$ cat config.mk
export PLATFORM = sky130hd
export DESIGN_NAME = tcf_divider
export DESIGN_NICKNAME = d
export VERILOG_FILES = /design/src/rtl/core/tcf_pkg.sv /design/src/rtl/core/tcf_divider.sv
export SDC_FILE = /design/constraint.sdc
export NUM_CORES = 2
export LEC_CHECK = 0
export BUFFER_PORTS_ARGS = -buffer_cell sky130_fd_sc_hd__buf_2
export CAP_MARGIN = 20
export CORE_UTILIZATION = 60
export CTS_CLUSTER_DIAMETER = 150
export DETAILED_ROUTE_END_ITERATION = 8
export HOLD_SLACK_MARGIN = 0.06
export PLACE_DENSITY_LB_ADDON = 0.2
export SYNTH_ARGS = -nofsm -noshare
export SYNTH_HDL_FRONTEND = slang
export SYNTH_SLANG_ARGS = --single-unit
$ cat constraint.sdc
create_clock -name clk -period 14.9 [get_ports clk]
set_input_delay 0.745 -clock clk [delete_from_list [all_inputs] [get_ports clk]]
set_output_delay 0.745 -clock clk [all_outputs]
set_load 0.02 [all_outputs]
$ cat src/rtl/core/tcf_pkg.sv
// package for the tilt complementary filter: constants, types, arctangent table
// no dependencies
`default_nettype none
package tcf_pkg;
  localparam int CalibSamples = 256;
  localparam int CalibLog2 = 8;
  localparam int CordicSteps = 16;
  localparam int StepW = 5;
  localparam int AngW = 26;

  // rate divide: 131e6 = 64 * 2046875, reciprocal is floor(2^52 / 2046875)
  localparam logic [31:0] DivScaled = 32'd2046875;
  localparam logic [31:0] RecipMul = 32'd2200231879;

  localparam logic [0:0] KIND_CALIB = 1'b0;
  localparam logic [0:0] KIND_FILTER = 1'b1;

  localparam logic [0:0] REG_AXIS_ENABLE = 1'b0;
  localparam logic [0:0] REG_BLEND_WEIGHT = 1'b1;

  localparam logic signed [AngW-1:0] Deg90 = 26'sd5898240;
  localparam logic signed [AngW-1:0] AngMax = 26'sh1FFFFFF;
  localparam logic signed [AngW-1:0] AngMin = -26'sh2000000;

  typedef enum logic [3:0] {
    ST_IDLE, ST_AXIS, ST_MUL1, ST_DIV, ST_PRE, ST_ITER, ST_BLEND1, ST_BLEND2,
    ST_STORE, ST_OUT1, ST_OUT2, ST_DONE
  } state_t;

  typedef struct packed {
    logic kind;
    logic signed [15:0] gyro_x;
    logic signed [15:0] gyro_y;
    logic signed [15:0] gyro_z;
    logic signed [15:0] accel_x;
    logic signed [15:0] accel_y;
    logic signed [15:0] accel_z;
    logic [23:0] elapsed_ticks;
  } item_t;

  function automatic logic signed [AngW-1:0] atan_lut(input logic [StepW-1:0] i);
    logic signed [AngW-1:0] r;
    case (i)
      5'd0: r = 26'sd2949120;  5'd1: r = 26'sd1740967;
      5'd2: r = 26'sd919879;   5'd3: r = 26'sd466945;
      5'd4: r = 26'sd234379;   5'd5: r = 26'sd117304;
      5'd6: r = 26'sd58666;    5'd7: r = 26'sd29335;
      5'd8: r = 26'sd14668;    5'd9: r = 26'sd7334;
      5'd10: r = 26'sd3667;    5'd11: r = 26'sd1833;
      5'd12: r = 26'sd917;     5'd13: r = 26'sd458;
      5'd14: r = 26'sd229;     5'd15: r = 26'sd115;
      5'd16: r = 26'sd57;      5'd17: r = 26'sd29;
      5'd18: r = 26'sd14;      5'd19: r = 26'sd7;
      5'd20: r = 26'sd4;       5'd21: r = 26'sd2;
      5'd22: r = 26'sd1;
      default: r = '0;
    endcase
    return r;
  endfunction
endpackage
`default_nettype wire

$ cat src/rtl/core/tcf_divider.sv
// divide by 131e6 with truncation toward zero, by reciprocal multiplication
// dividend is a multiple of 2^18 below 2^58 in magnitude; uses tcf_pkg
`default_nettype none
module tcf_divider (
  input  wire               clk,
  input  wire               rst,
  input  wire               start,
  input  wire signed [63:0] dividend,
  output logic              busy,
  output logic signed [63:0] quotient
);
  import tcf_pkg::*;

  logic [39:0] num;     // magnitude of dividend / 2^18
  logic        neg;
  logic [1:0]  phase;
  logic [71:0] est;
  logic [31:0] q0;
  logic [31:0] mul_a;
  logic [31:0] mul_b;
  logic [63:0] mul_p;
  logic [51:0] rem;

  // one shared 32 x 32 multiplier
  always_comb begin
    case (phase)
      2'd0: begin
        mul_a = {12'd0, num[39:20]};
        mul_b = RecipMul;
      end
      2'd1: begin
        mul_a = {12'd0, num[19:0]};
        mul_b = RecipMul;
      end
      default: begin
        mul_a = q0;
        mul_b = DivScaled;
      end
    endcase
  end
  assign mul_p = 64'(mul_a) * 64'(mul_b);

  // remainder of the estimate, below twice the scaled divisor
  assign rem = {num, 12'd0} - mul_p[51:0];

  // estimate from the reciprocal, then at most one correction
  always_ff @(posedge clk) begin
    if (rst) begin
      busy <= 1'b0;
      phase <= '0;
    end else if (start) begin
      busy <= 1'b1;
      phase <= '0;
      neg <= dividend[63];
      num <= dividend[63] ? 40'((-dividend) >>> 18) : 40'(dividend >>> 18);
    end else if (busy) begin
      phase <= phase + 2'd1;
      case (phase)
        2'd0: est <= 72'({mul_p, 20'd0});
        2'd1: est <= est + 72'(mul_p);
        2'd2: q0 <= est[71:40];
        default: begin
          if (rem >= 52'(DivScaled)) q0 <= q0 + 32'd1;
          busy <= 1'b0;
        end
      endcase
    end
  end

  assign quotient = neg ? -$signed({32'd0, q0}) : $signed({32'd0, q0});
endmodule
`default_nettype wire

# After elaboration in Yosys (flattened, before gate mapping)
# Cells that the tools add are included.
[word_totals] reg_bits=148 input_bits=67 out_inout_bits=65 word_cells=38
[op_classes] addsub=6 mul=1 magnitude_cmp=1 n_eq_ne=2 mux=10 bitwise_logic=3 n_reduce_logical=9
[ops] cell="one-hot mux 72 bit (2 select lines)" n=1
[ops] cell="one-hot mux 32 bit (2 select lines)" n=2
[ops] cell="adder 72 x 64 -> 72 bit" n=1
[ops] cell="multiplier 32 x 32 -> 64 bit" n=1
[ops] cell="two-way mux 32 bit" n=2
[ops] cell="two-way mux 64 bit" n=1
[ops] cell="negation 32 -> 64 bit" n=1
[ops] cell="negation 58 bit" n=1
[ops] cell="greater-or-equal comparator 52 x 21 -> 1 bit, second input constant" n=1
[ops] cell="subtractor 52 bit" n=1
[ops] cell="two-way mux 40 bit" n=1
[ops] cell="adder 32 x 1 -> 32 bit, second input constant" n=1
[ops] cell="AND reduction 5 bit" n=1
[ops] cell="AND reduction 4 bit" n=1
[ops] cell="nonzero test 2 bit" n=2
[ops] cell="OR reduction 2 bit" n=2
[ops] cell="two-way mux 1 bit" n=3
[ops] cell="inverter 1 bit" n=3
[ops] cell="OR reduction 3 bit" n=1
[ops] cell="adder 2 x 1 -> 2 bit, second input constant" n=1
[ops] cell="== test 2 x 1 -> 1 bit, second input constant" n=1
[ops] cell="== test 2 bit, second input constant" n=1
[ops] cell="zero test 2 bit" n=1
[ops] cell="AND reduction 2 bit" n=1

# Logic depth before layout (Yosys ltp)
[depth] word_depth=8 ltp_mapped=57 mapped_depth_nobuf=55

# Least setup slack after synthesis
# OpenSTA, ideal clock, no wires.
[synth_path] kind="flip-flop to flip-flop" start="reg phase[1]" end="reg q0[0] (enable)" setup_ps=395 t_arrival_ps=12408 required_time_ps=14505 path_slack_ps=2098 stages_incl_launch_ff=54 path_buffers=4 period_less_slack_ps=12802 path_cell_list="dfxtp_1 inv_1 ha_1 clkbuf_1 nor2_1 clkbuf_1 clkbuf_1 and2_1 inv_1 fa_1 inv_1 fa_1 fa_1 inv_1 fa_1 fa_1 inv_1 fa_1 (+18 left out) nand2b_1 xnor2_1 ha_1 o21ai_0 a21oi_1 nor3b_1 nor4_1 o221ai_1 a31oi_1 nand4_1 a2111oi_0 nand4_1 nor4_1 nand4_1 nor4_1 nand4_1 a2111oi_0 nor2_1"
[synth_via] elab_chain_len=8 elab_cells_between_ends=12 cone_classes="add/sub (1); mul (1); order compare (1); eq/ne (2); mux (2); bitwise (1); reduce/logical (4)"
[synth_rtl] item="from (decl)" line_no="tcf_divider.sv:16" source="logic [1:0] phase;"
[synth_rtl] item="from (signal assigned)" line_no="tcf_divider.sv:57" source="phase <= phase + 2'd1;"
[synth_rtl] item="== test 2 x 1 -> 1 bit or zero test 2 bit (tied branches)" line_no="tcf_divider.sv:26, tcf_divider.sv:58"
[synth_rtl] item="OR reduction 2 bit (no line)"
[synth_rtl] item="two-way mux 32 bit" line_no="tcf_divider.sv:26" source="case (phase)"
[synth_rtl] item="multiplier 32 x 32 -> 64 bit" line_no="tcf_divider.sv:41" source="assign mul_p = 64'(mul_a) * 64'(mul_b);"
[synth_rtl] item="subtractor 52 bit" line_no="tcf_divider.sv:44" source="assign rem = {num, 12'd0} - mul_p[51:0];"
[synth_rtl] item="greater-or-equal comparator 52 x 21 -> 1 bit" line_no="tcf_divider.sv:63" source="if (rem >= 52'(DivScaled)) q0 <= q0 + 32'd1;"
[synth_rtl] item="nonzero test 2 bit (no line)"
[synth_rtl] item="AND reduction 5 bit (no line) (*)"
[synth_rtl] item="to (signal assigned)" line_no="tcf_divider.sv:61" source="2'd2: q0 <= est[71:40];"
[synth_rtl] item="to (signal assigned)" line_no="tcf_divider.sv:63"
[synth_rtl] item="to (decl)" line_no="tcf_divider.sv:18" source="logic [31:0] q0;"
# Mark *: on every way between the ends. The rest lies on a longest branch, timed or not.
# A chain may end at the register's enable or synchronous reset.

# Worst setup path after layout
[layout_path] start="reg phase[0]" end="reg q0[6] (enable)"
# Same word-level chain as after synthesis.

==> impl_table.tex <==
\begin{tabular}{lr}
\hline
Metric & Value \\
\hline
\multicolumn{2}{l}{\textbf{Synthesis}} \\
\quad Yosys warning count & 0 \\
\quad Most used standard cell by instance count after synthesis & sky130\_fd\_sc\_hd\_\_inv\_1 \\
\quad Yosys reg bits & between 100 and 150 \\
\quad Distinct cells, synth & 87 \\
\quad Synthesized cell area & between 30000 and 40000 µm² \\
\quad Leading cell types by count after synthesis & sky130\_fd\_sc\_hd\_\_inv\_1 (889), sky130\_fd\_sc\_hd\_\_fa\_1 (582), sky130\_fd\_sc\_hd\_\_ha\_1 (472) \\
\quad Largest area contributor in the netlist & sky130\_fd\_sc\_hd\_\_fa\_1 \\
\quad Most frequently used flop master after synthesis & sky130\_fd\_sc\_hd\_\_edfxtp\_1 \\
\quad Number of enable flip-flop cells after synthesis & approximately 150 \\
\quad Share of synthesized registers carrying an async set or reset & 0\% \\
\quad Top-area cell type share of the netlist area & a little under a third \\
\quad Post-Syn Instances & around 4200 \\
\quad Average cell area after synthesis & around 9.0 µm² \\
\quad Leading cell types by total area after synthesis & sky130\_fd\_sc\_hd\_\_fa\_1 (31\%), sky130\_fd\_sc\_hd\_\_ha\_1 (16\%), sky130\_fd\_sc\_hd\_\_edfxtp\_1 (11\%) \\
\quad Seq/Total Area, Yosys & 11.6\% \\
\multicolumn{2}{l}{\textbf{Floorplan}} \\
\quad Count of boundary I/O pins & approximately 130 \\
\quad Core region area & a little over 60000 µm² \\
\quad Standard-cell rows & approximately 90 \\
\quad Die X & between 200 and 300 µm \\
\quad Chip height & approximately 250 µm \\
\quad Starting density of the core & about three fifths \\
\quad Die area & around 64000 µm² \\
\multicolumn{2}{l}{\textbf{Setup path}} \\
\quad Nature of the critical path startpoint & flip-flop \\
\quad Slowest-stage cell, CP & sky130\_fd\_sc\_hd\_\_fa\_1 \\
\quad Endpoint type of the worst setup path & flip-flop \\
\quad Slowest cell delay on critical path & between 0.6 and 0.7 ns \\
\quad Reg-to-reg endpoint & q0[6]\$\_DFFE\_PP\_ \\
\quad Number of buffer and inverter stages on the critical path & 12 \\
\quad Crit-path most repeated cell & sky130\_fd\_sc\_hd\_\_fa\_1 \\
\quad Number of cells on the worst reg-to-reg path & 55 \\
\quad WP data required & between 15 and 20 ns \\
\quad CP max FO & 32 \\
\quad Arr. time, crit path & $\sim$14 ns \\
\quad Kind of cell adding the most delay to the critical path & adder cells \\
\quad Reg-to-reg startpoint & phase[0]\$\_SDFFE\_PP0P\_ \\
\quad Category of the most critical setup path & flip-flop to flip-flop \\
\quad Worst R2R Setup Slack & around 0.67 ns \\
\multicolumn{2}{l}{\textbf{Timing}} \\
\quad Sum of negative setup slack & 0 ns \\
\quad Final hold slack & just over 0.5 ns \\
\quad Final setup vio count & 0 \\
\quad Rel. slew slack & between 20 and 30\% \\
\quad Total count of max-transition violations in the final report & 0 \\
\quad Setup repair after global routing missed its margin & false \\
\quad Min Clock Period, post-route & 14.23 ns \\
\quad Final Cycle Share & between 90\% and 100\% \\
\quad Setup clock skew after layout & 0.0158 ns \\
\quad Highest Clock Rate & between 0.07 and 0.08 GHz \\
\quad Number of hold-slack violations in the final timing report & 0 \\
\quad Actual transition at the worst max-transition pin & between 1 and 1.5 ns \\
\multicolumn{2}{l}{\textbf{Routing}} \\
\quad Average wire per cell in the routed design & roughly 21 µm \\
\quad Remaining design rule violation count & 0 \\
\quad First-pass iteration count of the detailed router & 8 \\
\quad Antenna Violating Nets Remaining & 0 \\
\quad Final WL & approximately 110000 µm \\
\quad First DRT Iteration DRCs & between 3000 and 4000 \\
\quad Vias after detailed routing & between 30000 and 40000 \\
\quad Routed vias/inst & around 5.9 \\
\multicolumn{2}{l}{\textbf{CTS}} \\
\quad Cell chosen for the clock root & sky130\_fd\_sc\_hd\_\_clkbuf\_16 \\
\quad Clock transition at path regs & 0.07 ns \\
\quad Insertion delay of the later-clocked pin in the worst-skew pair & between 0.4 and 0.5 ns \\
\quad TritonCTS buffer count & 17 \\
\quad Clock sinks & 148 \\
\quad H-tree lvl count & 4 \\
\quad Hold buffer count at cts & 0 \\
\quad Maximum number of buffers from clock root to sink & 2 \\
\quad CTS tree & yes \\
\multicolumn{2}{l}{\textbf{Global route}} \\
\quad Number of antenna violations at the first check in global routing & 1 \\
\quad Maximum number of pins on one net before global-route repair & 73 \\
\quad Global-route wire length before repair & between 150000 and 200000 µm \\
\quad Residual overflow from global routing & 0 \\
\quad Total Routing Usage GR & a little over a third \\
\quad Vias in the first global route & 30760 \\
\multicolumn{2}{l}{\textbf{Placed design}} \\
\quad Final estimated routing congestion in global placement & roughly 1 \\
\quad Count of buffers inserted at the top-level ports & 126 \\
\quad Half-perimeter wire length of the detailed placement result & approximately 96000 µm \\
\multicolumn{2}{l}{\textbf{Worst hold path}} \\
\quad Startpoint of the worst hold path & start \\
\quad Path class of the lowest-slack min-delay path & primary input to flip-flop \\
\quad Cell depth of the worst hold path & 2 \\
\quad End point of the worst hold path & phase[0]\$\_SDFFE\_PP0P\_ \\
\multicolumn{2}{l}{\textbf{Cells and area}} \\
\quad Total Nets Final & 5529 \\
\quad Filler Cells Inserted & between 5000 and 6000 \\
\quad Multi-input gate area in the final layout & $\sim$30000 µm² \\
\quad Area growth from synthesis to final layout & 8.11\% \\
\quad Register area & roughly 4400 µm² \\
\quad Share of post-route cells with drive strength above 1 & 7.96\% \\
\multicolumn{2}{l}{\textbf{Run status}} \\
\quad Result of the run & completed \\
\multicolumn{2}{l}{\textbf{Run}} \\
\quad Total of max-cap violations & 0 \\
\hline
\end{tabular}
==> worst register-to-register path, delay by kind of cell (launching register included) <==
family                   cells  cell delay, ns
flip-flops                   1            0.43
buffers and inverters       12            1.60
AO/OA/AOI/OAI               18            4.31
XOR/XNOR                     1            0.13
AND/OR/NAND/NOR             13            2.46
adder cells (fa/ha/maj)     11            5.05
==> sequential cells by signal (all words and copies together), names as in the netlist <==
name / cells
q0: 32
busy: 1
num: 40
phase: 2
neg: 1
est: 72
==> worst max-delay path by stage <==
| stage | to | from | slack, ns | cells after the start |
|---|---|---|---|---|
| 6_report | q0[6]$_DFFE_PP_ | phase[0]$_SDFFE_PP0P_ | 0.67 | 55 |
| 4_1_cts | q0[6]$_DFFE_PP_ | phase[0]$_SDFFE_PP0P_ | 0.61 | 56 |
| 3_3_place_gp | q0[29]$_DFFE_PP_ | phase[0]$_SDFFE_PP0P_ | 0.85 | 56 |
| 3_5_place_dp | q0[29]$_DFFE_PP_ | phase[0]$_SDFFE_PP0P_ | 0.69 | 55 |
| 2_1_floorplan | q0[0]$_DFFE_PP_ | phase[1]$_SDFFE_PP0P_ | 2.10 | 53 |
| 5_1_grt | q0[29]$_DFFE_PP_ | phase[0]$_SDFFE_PP0P_ | 0.03 | 55 |
==> per-layer routing <==
layer | global-route usage, % | wire length (µm) | up-vias
li1 | - | - | 14111
met1 | 50.8 | 47000 | 15098
met2 | 54.7 | 48800 | 1367
met3 | 7.56 | 11100 | 223
met4 | 13.5 | 4750 | 0
met5 | 0 | 0 | -
==> cell usage in the layout (no fill, tap or decap), types with 20 or more instances in the layout <==
master	netlist	layout
sky130_fd_sc_hd__o21a_1	23	22
sky130_fd_sc_hd__o31ai_1	33	33
sky130_fd_sc_hd__edfxtp_1	145	145
sky130_fd_sc_hd__nor3_1	45	45
sky130_fd_sc_hd__ha_1	472	470
sky130_fd_sc_hd__conb_1	2	99
sky130_fd_sc_hd__nand2b_1	26	26
sky130_fd_sc_hd__nor2b_1	25	24
sky130_fd_sc_hd__o21bai_1	20	20
sky130_fd_sc_hd__buf_2	1	126
sky130_fd_sc_hd__o41a_1	32	32
sky130_fd_sc_hd__and2_1	54	54
sky130_fd_sc_hd__a211oi_1	23	23
sky130_fd_sc_hd__fa_1	582	582
sky130_fd_sc_hd__nand4_1	40	40
sky130_fd_sc_hd__o21ai_0	203	203
sky130_fd_sc_hd__buf_4	2	139
sky130_fd_sc_hd__a21o_1	60	60
sky130_fd_sc_hd__a31oi_1	25	25
sky130_fd_sc_hd__xnor2_1	177	177
sky130_fd_sc_hd__inv_1	889	889
sky130_fd_sc_hd__xor2_1	70	70
sky130_fd_sc_hd__a21oi_1	184	183
sky130_fd_sc_hd__or3_1	31	31
sky130_fd_sc_hd__maj3_1	25	25
sky130_fd_sc_hd__nand2_1	306	306
sky130_fd_sc_hd__and3_1	28	27
sky130_fd_sc_hd__nor2_1	173	171
sky130_fd_sc_hd__nand3_1	63	63
==> per-stage QoR <==
| stage | area, µm² | util (%) | cells | setup WS, ns |
|---|---|---|---|---|
| 3_3_place_gp | 40500 | 65.1 | 5223 | 0.855 |
| 4_1_cts | 41100 | 66.1 | 5255 | 0.610 |
| 5_1_grt | 41100 | 66.2 | 5258 | 0.0293 |
| 3_5_place_dp | 40500 | 65.1 | 5223 | 0.687 |
| 6_report | 41100 | 66.2 | 5259 | 0.674 |
| 2_1_floorplan | 38400 | - | 4305 | 2.10 |
==> layout make-up <==
type | count | share of cell area (%)
antenna | 1 | 0.00608
clock buffer | 17 | 1.03
clock inverter | 15 | 0.429
inverter | 889 | 8.11
multi-input combinational | 3085 | 73.0
sequential | 148 | 10.7
tap | 837 | 2.55
timing repair buffer | 267 | 4.17
==> logic make-up after synthesis <==
logic type                 count (synthesis)  share of synthesized area (%)
AOI/OAI and AO/OA                        762                           13.2
xor gates and xnor gates                 255                           6.16
adders and majority gates               1079                           46.8
buffers and inverters                   1072                           10.6
DFF                                      148                           11.6
muxes                                     22                          0.605
other                                      2                         0.0197
and+or+nand+nor                          868                           11.1
==> repair_timing <==
item	CTS	global route
hold endpoints to repair	0	0
gates resized for setup	0	6
setup endpoints to repair	0	32
setup buffers	0	3
Power is left out: the tool's default activity adds up to more than one toggle a clock period on the data nets, which glitch-free logic cannot reach.
